--- config.mk ---
export PLATFORM = sky130hd
export DESIGN_NAME = ept_ram
export DESIGN_NICKNAME = d
export VERILOG_FILES = /design/src/ept_ram.sv
export SDC_FILE = /design/constraint.sdc
export NUM_CORES = 2
export LEC_CHECK = 0
export ABC_CLOCK_PERIOD_IN_PS = 4430
export BUFFER_PORTS_ARGS = -buffer_cell sky130_fd_sc_hd__buf_4
export CORE_ASPECT_RATIO = 0.6
export CORE_MARGIN = 4
export CORE_UTILIZATION = 45
export CTS_BUF_LIST = sky130_fd_sc_hd__clkbuf_8
export DETAILED_ROUTE_END_ITERATION = 10
export GPL_ROUTABILITY_DRIVEN = 0
export PLACE_DENSITY = 0.6
export REMOVE_ABC_BUFFERS = 1
export SLEW_MARGIN = 20
export SYNTH_ARGS = -nofsm -noshare
export SYNTH_HDL_FRONTEND = slang
export SYNTH_SLANG_ARGS = --single-unit
--- constraint.sdc ---
create_clock -name clk -period 4.43 [get_ports clk]
set_input_delay 0.2215 -clock clk [delete_from_list [all_inputs] [get_ports clk]]
set_output_delay 0.2215 -clock clk [all_outputs]
set_load 0.01 [all_outputs]
--- src/ept_ram.sv ---
// Generic simple dual-port RAM with registered read
module ept_ram #(
  parameter int WIDTH = 32,
  parameter int DEPTH = 64
) (
  input  logic                     clk,
  input  logic                     we,
  input  logic [$clog2(DEPTH)-1:0] waddr,
  input  logic [WIDTH-1:0]         wdata,
  input  logic [$clog2(DEPTH)-1:0] raddr,
  output logic [WIDTH-1:0]         rdata
);

  logic [WIDTH-1:0] mem [DEPTH];

  always_ff @(posedge clk) begin
    if (we) begin
      mem[waddr] <= wdata;
    end
    rdata <= mem[raddr];
  end

endmodule

==> impl_metrics.csv <==
group,metric,value,unit
cells_and_area,drive_above_1_share,30.4,%
setup_path,crit_chain,"dlygate4sd3_1 -> buf_4 -> nor2b_1 -> nand3_1 -> nor2_4 -> buf_4",
synthesis,synth_cell_types,34,
clocking,clk_latency,900,ps
routing,drtPass1Iterations,5,
synthesis,async_flop_share,0,%
sta,setup-violations-final,0,
sta,tightest_slew,1180,ps
synthesis,synth_cells,3324,
setup_path,max_stage_delay,780,ps
sta,slew_violations,0,
sta,max_freq,362,MHz
synthesis,synth_area_leaders,"edfxtp_1 78%, mux4_2 16%, mux2i_1 1.2%",
clocking,htreeDepth,5,
setup_path,critPathKind,"input pin to flip-flop",
synthesis,synth_edf_count,2048,
synthesis,avgSynthCellArea,23.6,sq um
grt,grt_use_total,23.1,%
floorplanning,die_w,547,um
setup_path,crit_path_end_kind,"flip-flop",
setup_path,critPathRequiredTime,4920,ps
grt,grt_pass1_wl,295000,um
cells_and_area,instances_no_fill,6251,
clocking,cts_resized,0,
sta,relSlewSlack,21.5,%
floorplanning,dieArea,181000,sq um
grt,antenna_found_initial,11,
clocking,cts_tree,"yes",
synthesis,ys_warn_count,0,
floorplanning,start_util,45.4,%
floorplanning,rows,118,
setup_path,critPathSlowestCell,"nor2_4",
clocking,numCtsBuffers,297,
floorplanning,ios,78,
sta,rsz0062_at_grt,"false",
synthesis,synth.top_cell.area_share,78.3,%
pwr,leakagePower,27.7,nW
sta,clock_skew,53.5,ps
cells_and_area,layout.nets,3741,
floorplanning,core-area,173000,sq um
floorplanning,die_y,332,um
grt,gr-total-overflow,0,
synthesis,ys_ff_latch,2080,
cells_and_area,post-route-util,51.2,%
min_path,min_path_type,"input pin to flip-flop",
synthesis,synth_area,78500,sq um
setup_path,crit_path_frequent_cell,"buf_4",
placement,placed_cells,5701,
synthesis,yosysSeqAreaShare,79.1,%
setup_path,critPathLaunchType,"input pin",
sta,tns,0,ps
clocking,ctsHoldBuffers,35,
run,maxCapViolCount,0,
synthesis,synth_flop_cell,"edfxtp_1",
clocking,cts_setup_buffers,0,
grt,grt_pass1_vias,37300,
routing,routed_wl,211000,um
pwr,ir_drop,292,uV
routing,drtIter0Drc,5533,
clocking,clockRootBuffer,"clkbuf_8",
placement,post-place-ws,996,ps
pwr,p_per_area,428,nW/um^2
cells_and_area,area_growth,12.8,%
setup_path,worst_ep_arrival_time,3260,ps
routing,vias,37900,
routing,drc,0,
clocking,path_clk_slew,70,ps
clocking,cts.sinks,2080,
sta,fin_ws,1670,ps
grt,grt_max_degree,66,
sta,finalCritPeriodShare,62.3,%
clocking,clockBufferDepth,4,
placement,port_buffers,77,
sta,whs,184,ps
routing,final_antenna_net_count,0,
synthesis,synth_largest_area_cell,"edfxtp_1",
routing,wl_per_cell,33.7,um
sta,period_minus_slack,2760,ps
status,status,"complete, no violations",
synthesis,synth_commonest_cells,"2048 x edfxtp_1, 544 x mux4_2, 137 x nor2_1",
synthesis,synth_most_common_cell,"edfxtp_1",
sta,final_hold_viol_count,0,
placement,hpwl,122000,um
setup_path,critPathMaxFanout,23,
routing,post_drt_via_cell_ratio,6.07,
## routing by layer
layer  routed length [um]  global-route usage (%)  vias up
met1                94900                    37.8    20400
li1                     -                       -    15000
met3                25900                    7.25      264
met5                    0                       0        -
met2                85600                    30.0     2243
met4                 4370                    5.35        0
## cell type report
cell class                 instances  area (sq um)
fill                           13400         84400
sequential                      2080         62100
multi-input combinational       1062         16000
clock buffer                     314          4320
tap                             2340          2930
timing repair buffer             254          2260
clock inverter                   193           865
antenna                            8          20.0
## cells in the final DEF (no fill, tap or decap), drive strengths merged, types with 27 or more instances in the layout
cell	count
o221ai	27
dlygate4sd3	35
dfxtp	32
clkbuf	314
a21oi	62
nor2	137
mux2i	93
inv	105
o22ai	84
edfxtp	2048
buf	219
clkinv	80
mux4	544
## critical path: cells and delay by family
family	cells	cell delay, ps
buffers and inverters	3	1360
and+or+nand+nor	3	1650
## through the flow
step / instance area [sq um] / total power [W]
after floorplan: 77600 / 0.0231
after global placement: 83000 / 0.0245
after detailed placement: 83000 / 0.0245
after CTS: 88500 / 0.0382
after global routing: 88500 / 0.0393
final: 88500 / 0.0379
## cells by family (layout without fill, tap and decap cells)
| group | Yosys count | after routing | synth area share, % |
|---|---|---|---|
| buffers and inverters | 182 | 761 | 1.13 |
| AO/OA/AOI/OAI | 202 | 202 | 1.67 |
| other | 0 | 8 | 0 |
| AND/OR/NAND/NOR | 223 | 223 | 1.27 |
| multiplexers | 637 | 637 | 16.8 |
| flip-flops | 2080 | 2080 | 79.1 |
## report_power, final
part / total (W) / internal (W) / switching (W) / leakage (nW)
registers: 0.0219 / 0.0218 / 0.0000898 / 18.7
clock network: 0.0138 / 0.00666 / 0.00715 / 3.01
logic: 0.00223 / 0.000785 / 0.00144 / 6.01
total: 0.0379 / 0.0292 / 0.00868 / 27.7
## sequential cells by signal, indices dropped and copies added (netlist names)
name,count
rdata,32
mem,2048
## path summary, 6_finish.rpt
kind,startpoint,slack [ps],depth (start not counted),to
setup / recovery,waddr[2],1670,6,mem[37][1]$_DFFE_PP_
hold / removal,we,180,4,mem[15][17]$_DFFE_PP_
setup reg to reg,mem[34][17]$_DFFE_PP_,1790,5,rdata[17]$_DFF_P_
hold reg to reg,mem[13][4]$_DFFE_PP_,740,4,rdata[4]$_DFF_P_
Power figures use the tool's default switching activity.
